### src/hw/rtl/indexed_vector_store_assert.svh
// Assertion macros for the indexed vector store.
// Used by the control module; expects aclk and aresetn in scope.
`ifndef INDEXED_VECTOR_STORE_ASSERT_SVH
`define INDEXED_VECTOR_STORE_ASSERT_SVH

// Check a condition in the same cycle as its trigger
`define IVS_ASSERT_NOW(lbl, ante, cons, msg) \
    lbl: assert property (@(posedge aclk) disable iff (!aresetn) (ante) |-> (cons)) \
        else $error(msg);

// Check a condition in the cycle after its trigger
`define IVS_ASSERT_NEXT(lbl, ante, cons, msg) \
    lbl: assert property (@(posedge aclk) disable iff (!aresetn) (ante) |=> (cons)) \
        else $error(msg);

`endif

### src/hw/rtl/ivs_pkg.sv
// Shared types and constants for the indexed vector store.
// No dependencies; used by ivs_cell, ivs_ctrl and indexed_vector_store.
package ivs_pkg;

    localparam int DEPTH_DEFAULT = 64;

    // Payload field widths
    localparam int KIND_W  = 4;
    localparam int POS_W   = 7;
    localparam int NCNT_W  = 7;
    localparam int WORD_W  = 32;
    localparam int ECNT_W  = 7;
    localparam int STAT_W  = 2;
    localparam int S_DATA_W = 56;
    localparam int M_DATA_W = 48;

    // Request kinds
    typedef enum logic [KIND_W-1:0] {
        KIND_READ   = 4'd0,
        KIND_WRITE  = 4'd1,
        KIND_INSERT = 4'd2,
        KIND_ERASE  = 4'd3,
        KIND_PUSH   = 4'd4,
        KIND_POP    = 4'd5,
        KIND_CLEAR  = 4'd6,
        KIND_RESIZE = 4'd7,
        KIND_ASSIGN = 4'd8
    } kind_t;

    // Result status codes
    typedef enum logic [STAT_W-1:0] {
        STAT_OK    = 2'd0,
        STAT_RANGE = 2'd1,
        STAT_FULL  = 2'd2,
        STAT_EMPTY = 2'd3
    } status_t;

    // Controller states
    typedef enum logic [1:0] {
        ST_IDLE,
        ST_READ,
        ST_WAIT
    } state_t;

    // Command broadcast from the controller to every storage slot
    typedef struct packed {
        logic fill;      // load the request word where lo <= index < hi
        logic shift_up;  // take the left neighbor where index > lo
        logic shift_dn;  // take the right neighbor where index >= lo
        logic rd_load;   // copy the stored word into the read chain
        logic rd_shift;  // move the read chain one slot toward slot 0
    } slot_cmd_t;

endpackage

### src/hw/rtl/ivs_cell.sv
// One storage slot of the indexed vector store: a word plus a read-chain stage.
// Depends on ivs_pkg; instantiated in a row by indexed_vector_store.
module ivs_cell #(
    parameter int DEPTH = ivs_pkg::DEPTH_DEFAULT,
    parameter int INDEX = 0
) (
    input  logic                          aclk,
    input  ivs_pkg::slot_cmd_t            cmd,
    input  logic [$clog2(DEPTH+1)-1:0]    lo,
    input  logic [$clog2(DEPTH+1)-1:0]    hi,
    input  logic [ivs_pkg::WORD_W-1:0]    fill_word,
    input  logic [ivs_pkg::WORD_W-1:0]    left_word,
    input  logic [ivs_pkg::WORD_W-1:0]    right_word,
    input  logic [ivs_pkg::WORD_W-1:0]    right_rd,
    output logic [ivs_pkg::WORD_W-1:0]    data_word,
    output logic [ivs_pkg::WORD_W-1:0]    rd_word
);

    localparam int CW = $clog2(DEPTH + 1);
    localparam logic [CW-1:0] IDX = CW'(INDEX);

    logic [ivs_pkg::WORD_W-1:0] data_reg, data_next;
    logic [ivs_pkg::WORD_W-1:0] rd_reg, rd_next;

    // Pick the new stored word: fill beats shift, otherwise hold
    always_comb begin
        data_next = data_reg;
        if (cmd.fill && (IDX >= lo) && (IDX < hi)) begin
            data_next = fill_word;
        end else if (cmd.shift_up && (IDX > lo)) begin
            data_next = left_word;
        end else if (cmd.shift_dn && (IDX >= lo)) begin
            data_next = right_word;
        end
    end

    // Load or advance the read chain
    always_comb begin
        rd_next = rd_reg;
        if (cmd.rd_load) begin
            rd_next = data_reg;
        end else if (cmd.rd_shift) begin
            rd_next = right_rd;
        end
    end

    always_ff @(posedge aclk) begin
        data_reg <= data_next;
        rd_reg   <= rd_next;
    end

    assign data_word = data_reg;
    assign rd_word   = rd_reg;

endmodule

### config.mk
export PLATFORM = sky130hd
export DESIGN_NAME = ivs_cell
export DESIGN_NICKNAME = d
export VERILOG_FILES = /design/src/hw/rtl/indexed_vector_store_assert.svh /design/src/hw/rtl/ivs_pkg.sv /design/src/hw/rtl/ivs_cell.sv
export SDC_FILE = /design/constraint.sdc
export NUM_CORES = 1
export LEC_CHECK = 0
export ABC_AREA = 1
export BUFFER_PORTS_ARGS = -buffer_cell sky130_fd_sc_hd__buf_4
export CAP_MARGIN = 0
export CORE_MARGIN = 10
export CORE_UTILIZATION = 40
export CTS_CLUSTER_DIAMETER = 100
export DETAILED_ROUTE_END_ITERATION = 8
export GPL_ROUTABILITY_DRIVEN = 0
export PLACE_DENSITY = 0.89
export SLEW_MARGIN = 20
export SYNTH_ARGS = -nofsm -noshare
export SYNTH_HDL_FRONTEND = slang
export SYNTH_SLANG_ARGS = --single-unit
### constraint.sdc
create_clock -name aclk -period 4.55 [get_ports aclk]
set_input_delay 0.2275 -clock aclk [delete_from_list [all_inputs] [get_ports aclk]]
set_output_delay 0.2275 -clock aclk [all_outputs]
set_load 0.02 [all_outputs]
==> results by stage, run 1 <==
Status:
- The flow ran to the end, and the final reports show no timing, DRC or antenna violations.

Timing:
- The worst slew margin relative to its limit is 0.323.
- After routing, the total negative slack on setup checks comes to 0 ns.
- The number of hold-slack violations in the final timing report is 0.
- The measured slew at the worst slew-check pin is 1.01 ns.
- Setup repair after global routing left no endpoint under its margin.
- The maximum achievable frequency is 471 MHz.
- In the finished design, the share of the clock period the worst path needs comes to 0.467.
- The number of endpoints failing setup at the final stage is 0.
- The final critical delay including setup and external delays is 2.12 ns.
- The max-slew violation total from the final report is 0.
- The setup slack after layout is 2.43 ns.
- Between clock sinks in the finished design, the worst skew comes to 0.00705 ns.

Layout:
- The library cell used most frequently in the layout, excluding fill and tap cells, is buf_4.
- In the final layout, flip-flops and latches occupy 1920 sq um.
- The library cells used most frequently in the layout, excluding fill and tap cells, are 179 x buf_4, 166 x nand2_1, 64 x edfxtp_1.
- Summing all multi-input logic gate instances after layout gives 897 sq um.
- Of the cells placed in the final design, the portion with a size suffix greater than 1 is 0.413.
- At the end of the flow, the number of nets in the layout was 616.
- The area growth from synthesis to layout is 52.1%.
- The number of antenna diodes in the final layout is 0.
- The final-layout fill cell count is 622.

Routing:
- Wires add up to 9820 um.
- For this run, the detailed router's first-pass iteration total came to 4.
- The first routing iteration left 51 violations.
- The detail-routed via count per cell is 4.68.
- The number of DRC violations after detailed routing is 0.
- The average wire per cell in the routed design is 17.2 um.
- The count of nets left with antenna violations once routing finished came out at 0.
- The via count is 2670.

Yosys:
- The proportion of synthesized chip area in sequential cells is 0.651.
- The total nets after synthesis is 446.
- The netlist uses 15 different library cells.
- In the synthesized netlist, the number of instances is 298.
- Synthesis inferred 64 register bits.
- During synthesis, Yosys emitted a total of 0 warnings.
- Of the post-synthesis cell area, the dominant cell type holds 0.651.
- In this run the cell area of the synthesized design comes to 2950 sq um.
- In the post-synthesis netlist, the biggest area contributors are edfxtp_1 65%, nand2_1 21%, nand4_1 6.8%.
- The biggest area contributor in the post-synthesis netlist is edfxtp_1.
- The average size of a mapped cell is 9.90 sq um.

Die:
- Row generation in the floorplan step produced 31 rows.
- The die is 106 um tall.
- The starting density of the core is 0.409.
- The core region is 7210 sq um.
- The die covers 11200 sq um.
- The overall die width is 106 um.
- The number of top-level pins is 212.

Pwr:
- In this run the power density over the cells is 298 nW/um^2.
- The cell leakage power is 0.00218 uW.
- The proportion of power drawn by combinational gates is 0.149.
- The completed layout was analyzed and its total power is 1340 uW.
- The share of total power dissipated in sequential elements is 0.513.
- The switching part of the total power is 0.230.
- The switching power is 307 uW.
- The cell-internal power is 1030 uW.
- The share of total power dissipated in the clock network is 0.338.
- IR analysis of the VDD net gives a maximum drop of 0.144 mV.

Global routing:
- The first global-routing pass estimated 15000 um of wire.
- The total routing resource utilization after global routing is 0.170.
- The number of global-route vias before repair came to 2847.
- The global route total overflow is 0.
- Entering global routing, the biggest net connects 35 pins.
- The initial antenna violation count is 0.

Clock tree:
- The number of cells upsized or downsized after cts is 0.
- Once the clock tree was built, the setup fixing pass inserted 0 buffers.
- TritonCTS built the clock tree.
- The clock tree synthesis step divided the H-tree into 3 levels.
- The number of clock sinks is 64.
- The maximum count of clock buffers along a single path is 2.
- The clock insertion delay at the later pin of the skew report is 0.32 ns.
- The clock-pin slew of the registers on the worst-case setup and hold paths is 0.07 ns.
- The total clock buffers created by CTS is 9.
- The tree is rooted in a clkbuf_8.
- The count of hold buffers inserted by post-cts repair is 0.

Min path:
- The kind of path behind the tightest hold check is in -> reg.

Place:
- The half-perimeter wire length after placement is 7790 um.
- The quantity of I/O buffers inserted on ports is 178.
- Timing analysis after detailed placement gives a worst setup slack of 2.07 ns.

Critical path:
- Data on the critical path is required at its endpoint by 4.49 ns.
- Data arrives at the worst endpoint at 2.07 ns.
- The type of destination of the critical path is a flop.
- The kind of start point of the critical path is a primary input.
- The critical path in this run is classified as in -> reg.
- Of all nets on the critical path, the largest fanout is 34.

Run:
- Max-cap violations in this run came to 0.
[cell usage after synthesis]
cell type  number
nor2_1          4
nand3_4         1
nand2_1       166
buf_4           3
nor3_1          1
a21boi_0        1
nor2_4          1
inv_1           7
buf_2           7
nand4_1        32
clkbuf_1        6
buf_1           1
edfxtp_1       64
buf_6           3
or2_2           1
[logic make-up after synthesis]
| logic type | after synthesis | share of synthesized area |
|---|---|---|
| buffers and inverters | 27 | 0.0487 |
| AO/OA/AOI/OAI | 1 | 0.00254 |
| flip-flops | 64 | 0.651 |
| AND/OR/NAND/NOR | 206 | 0.298 |
[stage by stage]
step	instances	instance area [sq um]	util	hold WS [ns]
2_1_floorplan	298	2950	-	0.406
3_3_place_gp	556	4310	0.598	0.492
3_5_place_dp	556	4310	0.598	0.494
4_1_cts	571	4490	0.622	0.144
5_1_grt	571	4490	0.622	0.159
6_report	571	4490	0.622	0.164
[cell type report]
cell class,count,area share
sequential,64,0.428
timing repair buffer,179,0.299
multi-input combinational,207,0.200
clock buffer,11,0.0293
tap,99,0.0276
clock inverter,4,0.0103
inverter,7,0.00585
[registers in the layout, indices dropped and copies added (netlist names)]
name       cells
data_word     32
rd_word       32
[critical path, cell delays in order]
cell      delay [ns]
buf_4           0.11
nor2_1          0.09
nand2_1         0.08
nor2_4          0.62
a21boi_4        0.92
[power by group through the flow]
stage	combinational, uW	clock [uW]	sequential, uW
2_1_floorplan	46.2	0	729
3_3_place_gp	195	0	696
5_1_grt	218	481	687
4_1_cts	201	461	686
6_report	199	452	686
3_5_place_dp	201	0	699
[final timing paths]
path	slack, ns	cells after the start	to	start
max	2.43	5	data_word[17]	lo[5]
min	0.16	3	data_word[28]	right_word[28]
max reg2reg	3.69	2	rd_word[4]	data_word[4]
min reg2reg	0.55	2	rd_word[14]	data_word[14]
[metal layers]
layer	vias to the layer above	routed length [um]	GRT usage	share of wire
met5	-	0	0	0
met3	13	702	0.0495	0.071
met1	1201	3730	0.180	0.38
met2	113	5220	0.307	0.53
li1	1343	-	-	-
met4	0	177	0.0716	0.018
No activity file was read; power rests on OpenSTA's default activity.
==> inputs of run 2 (changes only) <==
clock period = 2.08 ns   (was 4.55 ns; I/O delays follow)
==> results by stage, run 2 (synthesized netlist as in run 1, its figures left out) <==
Status:
- Run status: completed (unchanged).

Routing:
- The total wirelength of the detailed-routed design is 9870 um (was 9820 um).
- The detail-routed via count per cell is 4.69 (was 4.68).
- The initial DRC count came to 106 (was 51).
- The wire length on met2 is 5390 um (was 5220 um).
- The number of DRC violations after detailed routing came to 0 (unchanged).
- The sum of met3 wire segment lengths after detailed routing is 658 um (was 702 um).
- The met1 wire length is 3560 um (was 3730 um).
- The remaining antenna violation count was 0 (unchanged).
- The topmost layer with routed signal wires is met4 (unchanged).
- The via count is 2705 (was 2670).
- The detailed-routing iteration count for the pre-antenna-repair pass came to 5 (was 4).
- The average wire per cell in the routed design is 17.1 um (was 17.2 um).

Layout:
- The most frequent standard cell in the layout excluding fill and tap cells was buf_4 (unchanged).
- The core occupancy in the finished layout is 0.631 (was 0.622).
- The final-layout fill cell count is 628 (was 622).
- The proportion of layout cells with a drive suffix above 1 was 0.416 (was 0.413).
- The area of all placed cells without fillers is 4550 sq um (was 4490 sq um).
- The net total in the final layout is 621 (was 616).
- Commonest cells after routing, fill and taps aside: 184 x buf_4, 166 x nand2_1, 64 x edfxtp_1 (was 179 x buf_4, 166 x nand2_1, 64 x edfxtp_1).
- The total inserted antenna cells came to 0 (unchanged).
- The layout overhead on the synthesized area is 54.3% (was 52.1%).

Die:
- The overall die width is 106 um (unchanged).
- The area of the core region is 7210 sq um (unchanged).
- The starting density of the core is 0.409 (unchanged).
- The cell row count is 31 (unchanged).
- The number of top-level pins is 212 (unchanged).
- The overall die area is 11200 sq um (unchanged).
- The die boundary height was 106 um (unchanged).

Clock tree:
- The buffer count from post-CTS setup fixing came to 0 (unchanged).
- The root buffer selected by CTS is clkbuf_8 (unchanged).
- The number of cells upsized or downsized after cts was 0 (unchanged).
- The clock insertion delay at the later pin of the skew report came to 0.32 ns (about the same).
- The clock tree from TritonCTS is built (unchanged).
- The clock-pin slew of the registers on the worst-case setup and hold paths is 0.07 ns (about the same).
- The count of hold buffers inserted by post-cts repair is 0 (unchanged).
- The total clock buffers created by CTS came to 9 (unchanged).
- The number of H-tree levels is 3 (unchanged).
- The number of clock sinks is 64 (unchanged).
- The maximum count of clock buffers along a single path was 2 (unchanged).

Pwr:
- The switching part of the total power is 0.220 (was 0.230).
- The proportion of power drawn by flip-flops and latches is 0.491 (was 0.513).
- The share of power burned in the clock network was 0.364 (was 0.338).
- The proportion of power drawn by combinational gates is 0.144 (was 0.149).
- The power density over the cells came to 669 nW/um^2 (was 298 nW/um^2).
- The cell leakage power is 0.00222 uW (was 0.00218 uW).
- The switching power is 670 uW (was 307 uW).
- The peak supply drop is 0.356 mV (was 0.144 mV).
- The power consumption is 3050 uW (was 1340 uW).
- The cell-internal power was 2380 uW (was 1030 uW).

Timing:
- The maximum achievable frequency is 787 MHz.
- The clock skew is 0.00693 ns (was 0.00705 ns).
- The final critical delay including setup and external delays is 1.27 ns.
- The worst-case hold slack is 0.0412 ns (was 0.164 ns).
- The number of hold-slack violations in the final timing report was 0 (unchanged).
- The setup TNS is 0 ns (unchanged).
- The max-slew violation total from the final report is 0 (unchanged).
- RSZ-0062 raised after global routing: false (unchanged).
- The measured slew at the worst slew-check pin is 0.905 ns (was 1.01 ns).
- The worst slew margin relative to its limit is 0.396 (was 0.323).
- The number of endpoints failing setup at the final stage is 0 (unchanged).
- The portion of the clock cycle consumed by the worst path in the final layout is 0.611.

Global routing:
- The global route total overflow is 0 (unchanged).
- The initial antenna violation count is 0 (unchanged).
- The global-route wire length before repair is 15000 um (about the same).
- The largest net degree at the start of global routing is 35 (unchanged).
- The number of global-route vias before repair is 2808 (was 2847).
- The total routing resource utilization after global routing is 0.169 (was 0.170).

Place:
- The post-place instance area is 4350 sq um (was 4310 sq um).
- The quantity of I/O buffers inserted on ports was 178 (unchanged).
- The half-perimeter wire length after placement is 7970 um (was 7790 um).

Critical path:
- The peak fanout along the critical path is 32 (was 34).
- The path type of the worst setup path is in -> reg (unchanged).
- The arrival time at the worst endpoint was 1.34 ns (was 2.07 ns).
- The kind of start point of the critical path is a primary input (unchanged).
- The data required time of the worst path was 2.15 ns (was 4.49 ns).
- The number of cells on the worst reg-to-reg path is 2 (unchanged).
- The type of destination of the critical path was a flop (unchanged).

Run:
- The number of maximum-capacitance violations was 0 (unchanged).

Min path:
- The instance count along the most critical hold path is 3 (unchanged).
- The kind of path behind the tightest hold check is in -> reg (unchanged).
==> run 2: final cells by class <==
cell class / count / area [sq um] / area share
clock inverter: 5 / 71.3 / 0.0157
timing repair buffer: 184 / 1380 / 0.303
multi-input combinational: 207 / 897 / 0.197
tap: 99 / 124 / 0.0272
sequential: 64 / 1920 / 0.422
clock buffer: 11 / 131 / 0.0289
inverter: 7 / 26.3 / 0.00577
==> run 2: per-stage QoR <==
stage               instances  worst slack [ns]
floorplan                 298             0.244
global placement          561             0.513
detailed placement        561             0.481
CTS                       577             0.828
global route              577             0.645
finish                    577             0.809
==> run 2: final timing paths <==
path                               startpoint  slack [ns]       endpoint
worst max-delay path                    lo[5]        0.81  data_word[25]
worst min-delay path             right_rd[21]        0.04    rd_word[21]
worst max register to register   data_word[7]        1.24     rd_word[7]
worst min register to register  data_word[23]        0.55    rd_word[23]
==> run 2: power groups by stage <==
stage / Sequential (uW) / Clock, uW / Combinational [uW]
final: 1500 / 1110 / 439
after global routing: 1500 / 1180 / 477
after CTS: 1500 / 1130 / 444
after detailed placement: 1530 / 0 / 443
after global placement: 1520 / 0 / 430
after floorplan: 1590 / 0 / 102
==> run 2: routing by layer <==
metal	global-route usage	vias up
met2	0.309	116
li1	-	1352
met3	0.0447	22
met1	0.179	1215
met4	0.0764	0
met5	0	-
==> run 2: critical path, cell delays in order <==
cell     delay (ns)
buf_4          0.11
nor2_1         0.09
nand2_1        0.09
nor2_4         0.13
buf_4          0.25
nand3_4        0.33
nand2_1        0.16
nand2_1        0.08
