==> config.mk <==
export PLATFORM = sky130hd
export DESIGN_NAME = ivs_ctrl
export DESIGN_NICKNAME = d
export VERILOG_FILES = /design/src/hw/rtl/ivs_pkg.sv /design/src/hw/rtl/ivs_ctrl.sv
export VERILOG_INCLUDE_DIRS = /design/src /design/src/hw/rtl
export SDC_FILE = /design/constraint.sdc
export NUM_CORES = 1
export LEC_CHECK = 0
export BUFFER_PORTS_ARGS = -buffer_cell sky130_fd_sc_hd__buf_2
export CORE_ASPECT_RATIO = 0.75
export CORE_MARGIN = 8
export CORE_UTILIZATION = 55
export CTS_CLUSTER_DIAMETER = 40
export DETAILED_ROUTE_END_ITERATION = 10
export PLACE_DENSITY = 0.91
export SLEW_MARGIN = 10
export SYNTH_ARGS = -nofsm -noshare
export SYNTH_HDL_FRONTEND = slang
export SYNTH_SLANG_ARGS = --single-unit
==> constraint.sdc <==
create_clock -name aclk -period 15.19 [get_ports aclk]
set_input_delay 0.7595 -clock aclk [delete_from_list [all_inputs] [get_ports aclk]]
set_output_delay 0.7595 -clock aclk [all_outputs]
set_load 0.02 [all_outputs]
==> src/hw/rtl/indexed_vector_store_assert.svh <==
// Assertion macros for the indexed vector store.
// Used by the control module; expects aclk and aresetn in scope.
`ifndef INDEXED_VECTOR_STORE_ASSERT_SVH
`define INDEXED_VECTOR_STORE_ASSERT_SVH

// Check a condition in the same cycle as its trigger
`define IVS_ASSERT_NOW(lbl, ante, cons, msg) \
    lbl: assert property (@(posedge aclk) disable iff (!aresetn) (ante) |-> (cons)) \
        else $error(msg);

// Check a condition in the cycle after its trigger
`define IVS_ASSERT_NEXT(lbl, ante, cons, msg) \
    lbl: assert property (@(posedge aclk) disable iff (!aresetn) (ante) |=> (cons)) \
        else $error(msg);

`endif

==> src/hw/rtl/ivs_pkg.sv <==
// Shared types and constants for the indexed vector store.
// No dependencies; used by ivs_cell, ivs_ctrl and indexed_vector_store.
package ivs_pkg;

    localparam int DEPTH_DEFAULT = 64;

    // Payload field widths
    localparam int KIND_W  = 4;
    localparam int POS_W   = 7;
    localparam int NCNT_W  = 7;
    localparam int WORD_W  = 32;
    localparam int ECNT_W  = 7;
    localparam int STAT_W  = 2;
    localparam int S_DATA_W = 56;
    localparam int M_DATA_W = 48;

    // Request kinds
    typedef enum logic [KIND_W-1:0] {
        KIND_READ   = 4'd0,
        KIND_WRITE  = 4'd1,
        KIND_INSERT = 4'd2,
        KIND_ERASE  = 4'd3,
        KIND_PUSH   = 4'd4,
        KIND_POP    = 4'd5,
        KIND_CLEAR  = 4'd6,
        KIND_RESIZE = 4'd7,
        KIND_ASSIGN = 4'd8
    } kind_t;

    // Result status codes
    typedef enum logic [STAT_W-1:0] {
        STAT_OK    = 2'd0,
        STAT_RANGE = 2'd1,
        STAT_FULL  = 2'd2,
        STAT_EMPTY = 2'd3
    } status_t;

    // Controller states
    typedef enum logic [1:0] {
        ST_IDLE,
        ST_READ,
        ST_WAIT
    } state_t;

    // Command broadcast from the controller to every storage slot
    typedef struct packed {
        logic fill;      // load the request word where lo <= index < hi
        logic shift_up;  // take the left neighbor where index > lo
        logic shift_dn;  // take the right neighbor where index >= lo
        logic rd_load;   // copy the stored word into the read chain
        logic rd_shift;  // move the read chain one slot toward slot 0
    } slot_cmd_t;

endpackage

==> src/hw/rtl/ivs_ctrl.sv <==
// Request decoder, element count, sequencer and result register of the store.
// Depends on ivs_pkg and indexed_vector_store_assert.svh.
`include "indexed_vector_store_assert.svh"

module ivs_ctrl #(
    parameter int DEPTH = ivs_pkg::DEPTH_DEFAULT
) (
    input  logic                          aclk,
    input  logic                          aresetn,
    input  logic                          s_tvalid,
    output logic                          s_tready,
    input  logic [ivs_pkg::KIND_W-1:0]    kind,
    input  logic [ivs_pkg::POS_W-1:0]     position,
    input  logic [ivs_pkg::NCNT_W-1:0]    new_count,
    input  logic [ivs_pkg::WORD_W-1:0]    head_rd,
    output ivs_pkg::slot_cmd_t            cmd,
    output logic [$clog2(DEPTH+1)-1:0]    lo,
    output logic [$clog2(DEPTH+1)-1:0]    hi,
    output logic                          m_tvalid,
    input  logic                          m_tready,
    output logic [ivs_pkg::WORD_W-1:0]    read_word,
    output logic [ivs_pkg::ECNT_W-1:0]    element_count,
    output logic [ivs_pkg::STAT_W-1:0]    status
);

    localparam int CW = $clog2(DEPTH + 1);
    localparam int IW = $clog2(DEPTH);
    localparam int XW = (CW > ivs_pkg::POS_W) ? CW : ivs_pkg::POS_W;
    localparam logic [XW-1:0] DEPTH_X = XW'(DEPTH);

    ivs_pkg::state_t state_reg, state_next;
    logic [CW-1:0]   cnt_reg, cnt_next;
    logic [IW-1:0]   rd_cnt_reg, rd_cnt_next;

    logic                        m_valid_reg, m_valid_next;
    logic [ivs_pkg::WORD_W-1:0]  out_word_reg;
    logic [ivs_pkg::ECNT_W-1:0]  out_cnt_reg;
    ivs_pkg::status_t            out_st_reg;
    logic [ivs_pkg::WORD_W-1:0]  hold_word_reg;
    logic [ivs_pkg::ECNT_W-1:0]  hold_cnt_reg;
    ivs_pkg::status_t            hold_st_reg;

    logic                        acc;
    logic                        out_free;
    logic                        load_out;
    logic                        load_hold;
    logic [ivs_pkg::WORD_W-1:0]  res_word;
    logic [ivs_pkg::ECNT_W-1:0]  res_cnt;
    ivs_pkg::status_t            res_st;
    logic                        res_ready;
    logic [XW-1:0]               pos_x, n_x, cnt_x;

    assign pos_x    = XW'(position);
    assign n_x      = XW'(new_count);
    assign cnt_x    = XW'(cnt_reg);
    assign s_tready = (state_reg == ivs_pkg::ST_IDLE);
    assign acc      = s_tvalid && s_tready;
    assign out_free = !m_valid_reg || m_tready;

    // Decode the request, drive the slots, and sequence reads
    always_comb begin
        state_next  = state_reg;
        cnt_next    = cnt_reg;
        rd_cnt_next = rd_cnt_reg;
        cmd         = '0;
        lo          = '0;
        hi          = '0;
        res_word    = '0;
        res_cnt     = '0;
        res_st      = ivs_pkg::STAT_OK;
        res_ready   = 1'b0;
        case (state_reg)
            ivs_pkg::ST_IDLE: begin
                if (acc) begin
                    res_ready = 1'b1;
                    case (kind)
                        ivs_pkg::KIND_READ: begin
                            if (pos_x < cnt_x) begin
                                cmd.rd_load = 1'b1;
                                rd_cnt_next = IW'(position);
                                res_ready   = 1'b0;
                                state_next  = ivs_pkg::ST_READ;
                            end else begin
                                res_st = ivs_pkg::STAT_RANGE;
                            end
                        end
                        ivs_pkg::KIND_WRITE: begin
                            if (pos_x < cnt_x) begin
                                cmd.fill = 1'b1;
                                lo       = CW'(position);
                                hi       = CW'(position) + 1'b1;
                            end else begin
                                res_st = ivs_pkg::STAT_RANGE;
                            end
                        end
                        ivs_pkg::KIND_INSERT: begin
                            if (pos_x > cnt_x) begin
                                res_st = ivs_pkg::STAT_RANGE;
                            end else if (cnt_x >= DEPTH_X) begin
                                res_st = ivs_pkg::STAT_FULL;
                            end else begin
                                cmd.fill     = 1'b1;
                                cmd.shift_up = 1'b1;
                                lo           = CW'(position);
                                hi           = CW'(position) + 1'b1;
                                cnt_next     = cnt_reg + 1'b1;
                            end
                        end
                        ivs_pkg::KIND_ERASE: begin
                            if (pos_x < cnt_x) begin
                                cmd.shift_dn = 1'b1;
                                lo           = CW'(position);
                                cnt_next     = cnt_reg - 1'b1;
                            end else begin
                                res_st = ivs_pkg::STAT_RANGE;
                            end
                        end
                        ivs_pkg::KIND_PUSH: begin
                            if (cnt_x >= DEPTH_X) begin
                                res_st = ivs_pkg::STAT_FULL;
                            end else begin
                                cmd.fill = 1'b1;
                                lo       = cnt_reg;
                                hi       = cnt_reg + 1'b1;
                                cnt_next = cnt_reg + 1'b1;
                            end
                        end
                        ivs_pkg::KIND_POP: begin
                            if (cnt_reg == '0) begin
                                res_st = ivs_pkg::STAT_EMPTY;
                            end else begin
                                cnt_next = cnt_reg - 1'b1;
                            end
                        end
                        ivs_pkg::KIND_CLEAR: begin
                            cnt_next = '0;
                        end
                        ivs_pkg::KIND_RESIZE: begin
                            if (n_x > DEPTH_X) begin
                                res_st = ivs_pkg::STAT_FULL;
                            end else begin
                                // Only slots from the old end up to the new end take the fill
                                cmd.fill = 1'b1;
                                lo       = cnt_reg;
                                hi       = CW'(new_count);
                                cnt_next = CW'(new_count);
                            end
                        end
                        ivs_pkg::KIND_ASSIGN: begin
                            if (n_x > DEPTH_X) begin
                                res_st = ivs_pkg::STAT_FULL;
                            end else begin
                                cmd.fill = 1'b1;
                                hi       = CW'(new_count);
                                cnt_next = CW'(new_count);
                            end
                        end
                        default: begin
                        end
                    endcase
                    res_cnt = ivs_pkg::ECNT_W'(cnt_next);
                end
            end
            ivs_pkg::ST_READ: begin
                if (rd_cnt_reg == '0) begin
                    res_ready = 1'b1;
                    res_word  = head_rd;
                    res_cnt   = ivs_pkg::ECNT_W'(cnt_reg);
                    state_next = ivs_pkg::ST_IDLE;
                end else begin
                    cmd.rd_shift = 1'b1;
                    rd_cnt_next  = rd_cnt_reg - 1'b1;
                end
            end
            ivs_pkg::ST_WAIT: begin
                res_word = hold_word_reg;
                res_cnt  = hold_cnt_reg;
                res_st   = hold_st_reg;
                if (out_free) begin
                    res_ready  = 1'b1;
                    state_next = ivs_pkg::ST_IDLE;
                end
            end
            default: begin
                state_next = ivs_pkg::ST_IDLE;
            end
        endcase
        // Park a finished result when the output register is still occupied
        load_out  = res_ready && out_free;
        load_hold = res_ready && !out_free;
        if (load_hold) begin
            state_next = ivs_pkg::ST_WAIT;
        end
        m_valid_next = load_out ? 1'b1 : (m_tready ? 1'b0 : m_valid_reg);
    end

    // Control state
    always_ff @(posedge aclk) begin
        if (!aresetn) begin
            state_reg   <= ivs_pkg::ST_IDLE;
            cnt_reg     <= '0;
            rd_cnt_reg  <= '0;
            m_valid_reg <= 1'b0;
        end else begin
            state_reg   <= state_next;
            cnt_reg     <= cnt_next;
            rd_cnt_reg  <= rd_cnt_next;
            m_valid_reg <= m_valid_next;
        end
    end

    // Result payload
    always_ff @(posedge aclk) begin
        if (load_out) begin
            out_word_reg <= res_word;
            out_cnt_reg  <= res_cnt;
            out_st_reg   <= res_st;
        end
        if (load_hold) begin
            hold_word_reg <= res_word;
            hold_cnt_reg  <= res_cnt;
            hold_st_reg   <= res_st;
        end
    end

    assign m_tvalid      = m_valid_reg;
    assign read_word     = out_word_reg;
    assign element_count = out_cnt_reg;
    assign status        = out_st_reg;

    `IVS_ASSERT_NOW(a_cnt_bound, 1'b1, cnt_reg <= CW'(DEPTH), "element count beyond capacity")
    `IVS_ASSERT_NEXT(a_push_grows, acc && (kind == ivs_pkg::KIND_PUSH) && (cnt_x < DEPTH_X), cnt_reg == $past(cnt_reg) + 1'b1, "push did not grow the list")
    `IVS_ASSERT_NEXT(a_read_keeps_cnt, state_reg == ivs_pkg::ST_READ, $stable(cnt_reg), "count changed during a read")
    `IVS_ASSERT_NOW(a_wait_has_out, state_reg == ivs_pkg::ST_WAIT, m_valid_reg, "parked result without a pending output")

endmodule
==> impl_results.md, run 1 <==
- CTS max path bufs: 2
- Initial antenna violation count: 0
- Slew margin rel.: 32.9%
- Vias per inst: 6.19
- Sink Count: 98
- Most used DFF post-synth: edfxtp_1
- Synth cell types: 65
- Power Density: 100 nW/µm²
- Reg2reg setup slack: 11340 ps
- Root Driver: clkbuf_16
- First DRT Iteration DRCs: 452
- Num rows: 31
- Area leader, netlist: edfxtp_1
- Die area: 13400 µm²
- Share of layout cells above drive strength 1: 23.9%
- Data arrival, critical path: 3580 ps
- CP required: 14430 ps
- Post-synth top area share: 45.0%
- Final hold viol count: 0
- DP HPWL: 10.7 mm
- Count of pins over their slew limit: 0
- Post-Syn Area: 5470 µm²
- Cts hold-fix bufs: 0
- Number of remaining DRC errors: 0
- Syn nets: 583
- Placer Congestion: 0.925
- Ys Warns: 0
- I/O pin total: 116
- Total number of vias: 4598
- DP Cell Count: 727
- Wirelength per Cell: 19.9 µm
- Setup crit start kind: flip-flop
- WHS: 493 ps
- Global-route wire length before repair: 23.3 mm
- CTS HTree Levels: 3
- CP Max Fanout: 16
- Post-route cell area: 6390 µm²
- Synth top area cells: edfxtp_1, a22oi_1, dfxtp_1
- # port buffers: 115
- Max-cap viol count: 0
- Area growth from synthesis to layout: 17.0%
- Synthesized instance count: 510
- Diode count: 0
- Asr flop ratio synth: 0%
- Setup_tns: 0 ps
- Fillers: 760
- Worst-margin pin slew: 1010 ps
- Die width: 131 µm
- Setup CP Type: flip-flop to primary output
- DRT antenna net count: 0
- Die height: 102 µm
- Outcome: complete, no violations
- Starting density of the core: 56.6%
- Top cells by count, synth: edfxtp_1, a22oi_1, nor2b_1
- VDD IR-drop max: 0.0653 mV
- Gr ovfl total: 0
- DP Area: 6100 µm²
- DR pass1 iterations: 5
- Final Cycle Share: 28.5%
- Post-synthesis area per instance: 10.7 µm²
- EDFF count, synth: 82
- GRT Overall Usage: 21.6%
- Cts bufs inserted: 9
- Crit. End Element: primary output
- Period minus WS final: 4340 ps
- RSZ-0062 raised after global routing: false
- CTS tree: built
- DRT Wirelength: 14.8 mm
- Endpoints failing setup: 0
- Synth Register Bits: 98
- Vias in the first global route: 4518
- Final Skew: 12.0 ps
- HP Class: flip-flop to flip-flop
- Core footprint: 9660 µm²
- Largest net degree at the start of global routing: 45
- Clk_lat worst skew: 340 ps
- Util after Layout: 66.2%
- Register area share after synthesis: 50.9%
- Fin nets: 679
- Highest clock rate: 231 MHz
- Most frequent cell after synthesis: edfxtp_1
- Non-Filler Instances: 743
- Static leakage: 2.37 nW
- CTS clk-pin slew, worst paths: 70 ps
- Post-CTS Setup Inserts: 0
- # resized after CTS: 0
==> power breakdown <==
group / total [mW] / switching, mW / internal [mW] / leakage, nW
combinational: 0.102 / 0.0663 / 0.0355 / 1.30
clock: 0.224 / 0.0964 / 0.128 / 0.141
sequential: 0.314 / 0.00787 / 0.307 / 0.931
==> final timing paths <==
path                 start          endpoint  cells after the start
min          rd_cnt_reg[4]     rd_cnt_reg[4]                      2
max reg2reg     cnt_reg[6]  hold_word_reg[2]                      7
min reg2reg  rd_cnt_reg[4]     rd_cnt_reg[4]                      2
max             cnt_reg[6]             hi[0]                      9
==> critical path: stages (launching register included) <==
cell	delay [ps]
dfxtp_1	700
inv_1	330
ha_1	420
a21o_1	190
a31o_2	270
o22ai_1	360
a32oi_1	190
or2_2	380
o22ai_1	180
buf_2	200
==> layout make-up <==
type                       count  area (µm²)  share of cell area, %
timing repair buffer         119         606                   9.47
tap                          132         165                   2.58
multi-input combinational    359        2480                   38.7
clock buffer                  10         229                   3.58
sequential                    98        2780                   43.5
clock inverter                 6        63.8                  0.998
inverter                      19        71.3                   1.12
==> layer usage <==
metal	part of all wire (%)	GRT usage (%)	wire length (µm)	up-vias
li1	-	-	-	2147
met1	42	26.7	6190	2250
met2	50	36.8	7340	193
met3	7.9	6.83	1170	8
met4	0.51	4.36	76	0
met5	0	0	0	-
==> through the flow <==
step	power (mW)	worst slack, ps
finish	0.641	10850
global route	0.664	10590
detailed placement	0.421	11290
global placement	0.419	11360
CTS	0.644	10910
floorplan	0.385	9880
==> kinds of logic (layout without fill, tap and decap cells) <==
logic type	after synthesis	count (layout)	share of synthesized area (%)
buffers and inverters	53	154	3.91
AND/OR/NAND/NOR	159	159	16.0
AO/OA/AOI/OAI	160	160	21.3
XOR/XNOR	18	18	2.88
flip-flops	98	98	50.9
adder cells (fa/ha/maj)	19	19	4.35
multiplexers	3	3	0.572
==> placed cells by master (no fill, tap or decap), drive strengths merged, types with 4 or more instances in the layout <==
cell type | synthesis | layout
a2111oi | 4 | 4
a21boi | 4 | 4
a21o | 13 | 13
a21oi | 16 | 16
a22o | 7 | 7
a22oi | 45 | 45
a31oi | 10 | 10
and2 | 5 | 5
and3 | 7 | 7
buf | 10 | 119
clkbuf | 24 | 10
dfxtp | 16 | 16
edfxtp | 82 | 82
ha | 19 | 19
inv | 19 | 21
nand2 | 29 | 29
nand2b | 7 | 7
nand3 | 19 | 19
nor2 | 23 | 23
nor2b | 37 | 37
nor3 | 11 | 11
o21ai | 13 | 13
o22ai | 17 | 17
o31ai | 4 | 4
xnor2 | 12 | 12
xor2 | 6 | 6
(Power assumes the default switching activity.)
==> inputs of run 2 (changes only) <==
--- a/config.mk
+++ b/config.mk
@@ -9,10 +9,10 @@
 export BUFFER_PORTS_ARGS = -buffer_cell sky130_fd_sc_hd__buf_2
 export CORE_ASPECT_RATIO = 0.75
 export CORE_MARGIN = 8
-export CORE_UTILIZATION = 55
+export CORE_UTILIZATION = 50
 export CTS_CLUSTER_DIAMETER = 40
 export DETAILED_ROUTE_END_ITERATION = 10
-export PLACE_DENSITY = 0.91
+export PLACE_DENSITY = 0.88
 export SLEW_MARGIN = 10
 export SYNTH_ARGS = -nofsm -noshare
 export SYNTH_HDL_FRONTEND = slang
==> constraint.sdc (replaced) <==
create_clock -name aclk -period 3.9 [get_ports aclk]
set_input_delay 0.195 -clock aclk [delete_from_list [all_inputs] [get_ports aclk]]
set_output_delay 0.195 -clock aclk [all_outputs]
set_load 0.02 [all_outputs]
==> run 2 against run 1 <==
Die area up 8.6%. Combinational power increased to 4.1 times the previous value. Critical endpoint is now hi[6]. Design area up 1.5%. Critical path type unchanged. Clock power grew to 4.0 times the previous value.
==> impl_results.md, run 2 (synthesis gave the netlist of run 1 again) <==
- Setup_tns: 0 ps (unchanged)
- Commonest non-fill, non-tap cell in the layout: buf_2
- VDD IR-drop max: 0.223 mV (+240%)
- Max incr delay on CP: 550 ps (-150 ps)
- Power Density: 391 nW/µm² (+290%)
- Register Area: 2780 µm² (unchanged)
- Cts hold-fix bufs: 0 (unchanged)
- Fin nets: 685 (+0.88%)
- # port buffers: 115 (unchanged)
- Worst Hold End: state_reg[1]
- Worst Path Buf+Inv: 2 (unchanged)
- Post-CTS Setup Inserts: 0 (unchanged)
- Static leakage: 2.41 nW (+1.6%)
- Worst-margin pin slew: 830 ps (-177 ps)
- Crit path cell chain: inv_1 > ha_1 > nand4_1 > a21oi_1 > o22ai_1 > a32oi_1 > or2_2 > o22ai_1 > buf_2
- Endpoints failing setup: 0 (unchanged)
- Cts bufs inserted: 9 (unchanged)
- Crit. End Element: primary output
- Vias per inst: 6.25 (+0.99%)
- Num rows: 33 (+6.5%)
- DP Cell Count: 741 (+1.9%)
- Core footprint: 10800 µm² (+12%)
- Die width: 137 µm (+4.3%)
- DR pass1 iterations: 6 (+1)
- Count of pins over their slew limit: 0 (unchanged)
- Area growth from synthesis to layout: 18.7%
- Wirelength per Cell: 21.0 µm (+5.4%)
- Final Skew: 8.02 ps (-3.95 ps)
- Die area: 14600 µm² (+8.6%)
- CTS tree: built
- Hold path cells: 3 (+1)
- Period minus WS final: 3530 ps
- Global-route wire length before repair: 24.8 mm (+6.4%)
- Setup CP Type: flip-flop to primary output
- Diode count: 0 (unchanged)
- # resized after CTS: 0 (unchanged)
- CTS clk-pin slew, worst paths: 70 ps (about the same)
- I/O pin total: 116 (unchanged)
- Die height: 107 µm (+4.1%)
- Final Cycle Share: 90.6%
- Most frequent cell on the critical path: o22ai_1
- Initial antenna violation count: 0 (unchanged)
- Share of layout cells above drive strength 1: 24.8% (+0.90 points)
- Hold Path Origin: s_tvalid
- CP max-delay cell: dfxtp_1
- RR Endpoint: hold_cnt_reg[4]
- R2R depth: 8 (+1)
- First DRT Iteration DRCs: 640 (+42%)
- Data arrival, critical path: 3340 ps (-240 ps)
- Root Driver: clkbuf_16
- Outcome: complete, no violations
- Total number of vias: 4731 (+2.9%)
- Reg2reg setup slack: 770 ps (-10570 ps)
- GRT Overall Usage: 21.7% (+0.091 points)
- Vias in the first global route: 4748 (+5.1%)
- Fillers: 875 (+15%)
- Slew margin rel.: 44.7% (+12 points)
- Largest net degree at the start of global routing: 44 (-2.2%)
- Starting density of the core: 50.7% (-5.9 points)
- Non-Filler Instances: 757 (+1.9%)
- Sink Count: 98 (unchanged)
- DRT Wirelength: 15.9 mm (+7.4%)
- Max-cap viol count: 0 (unchanged)
- Multi-input combinational cell area: 2480 µm² (+0.25%)
- Worst r2r src: cnt_reg[5]
- DP HPWL: 11.6 mm (+8.3%)
- Final hold viol count: 0 (unchanged)
- HP Class: primary input to flip-flop
- Most frequent cells in the layout: buf_2, edfxtp_1, a22oi_1
- DRT antenna net count: 0 (unchanged)
- Placer Congestion: 0.928 (+0.36%)
- Delay-heaviest family, CP: compound AO/OA/AOI/OAI gates
- Number of remaining DRC errors: 0 (unchanged)
- Clk_lat worst skew: 350 ps (about the same)
- CTS max path bufs: 2 (unchanged)
- CTS HTree Levels: 3 (unchanged)
- Highest clock rate: 283 MHz
- RSZ-0062 raised after global routing: false
- Gr ovfl total: 0 (unchanged)
- Setup crit start kind: flip-flop
- CP required: 3700 ps (-10730 ps)
- CP Max Fanout: 12 (-4)
[run 2: report_power, final]
part / leakage (nW) / switching (mW) / internal [mW]
Clock: 0.142 / 0.392 / 0.502
Combinational: 1.34 / 0.273 / 0.147
Sequential: 0.931 / 0.0273 / 1.19
[run 2: worst max path at each step]
stage / startpoint / to / depth (start not counted)
final: cnt_reg[5] / hi[6] / 9
after global routing: cnt_reg[2] / hi[6] / 9
after CTS: cnt_reg[5] / hi[6] / 9
after detailed placement: cnt_reg[2] / hi[6] / 9
after global placement: cnt_reg[5] / hi[6] / 9
after floorplan: cnt_reg[4] / hold_cnt_reg[0] / 8
[run 2: layout make-up]
class                      count  share of cell area [%]
clock buffer                   9                    3.47
sequential                    98                    42.9
inverter                      19                    1.10
tap                          140                    2.70
clock inverter                 7                    1.20
multi-input combinational    359                    38.2
timing repair buffer         125                    10.4
[run 2: worst min-delay path: stages]
cell	delay, ps
buf_2	110
nand2_1	50
a22o_1	110
[run 2: metrics by stage]
step	utilization (%)	cell area [µm²]	setup slack, ps	total power [mW]	hold slack (ps)
2_1_floorplan	-	5480	506	1.50	328
3_3_place_gp	57.4	6190	1000	1.65	473
3_5_place_dp	57.4	6190	836	1.66	490
4_1_cts	60.2	6490	469	2.54	147
5_1_grt	60.2	6490	170	2.62	169
6_report	60.2	6490	367	2.54	151
[run 2: metal layers]
| layer | GRT usage [%] | routed length (µm) | up-vias |
|---|---|---|---|
| li1 | - | - | 2156 |
| met1 | 27.6 | 6330 | 2304 |
| met5 | 0 | 0 | - |
| met3 | 5.51 | 1430 | 30 |
| met2 | 35.2 | 7790 | 241 |
| met4 | 7.58 | 333 | 0 |
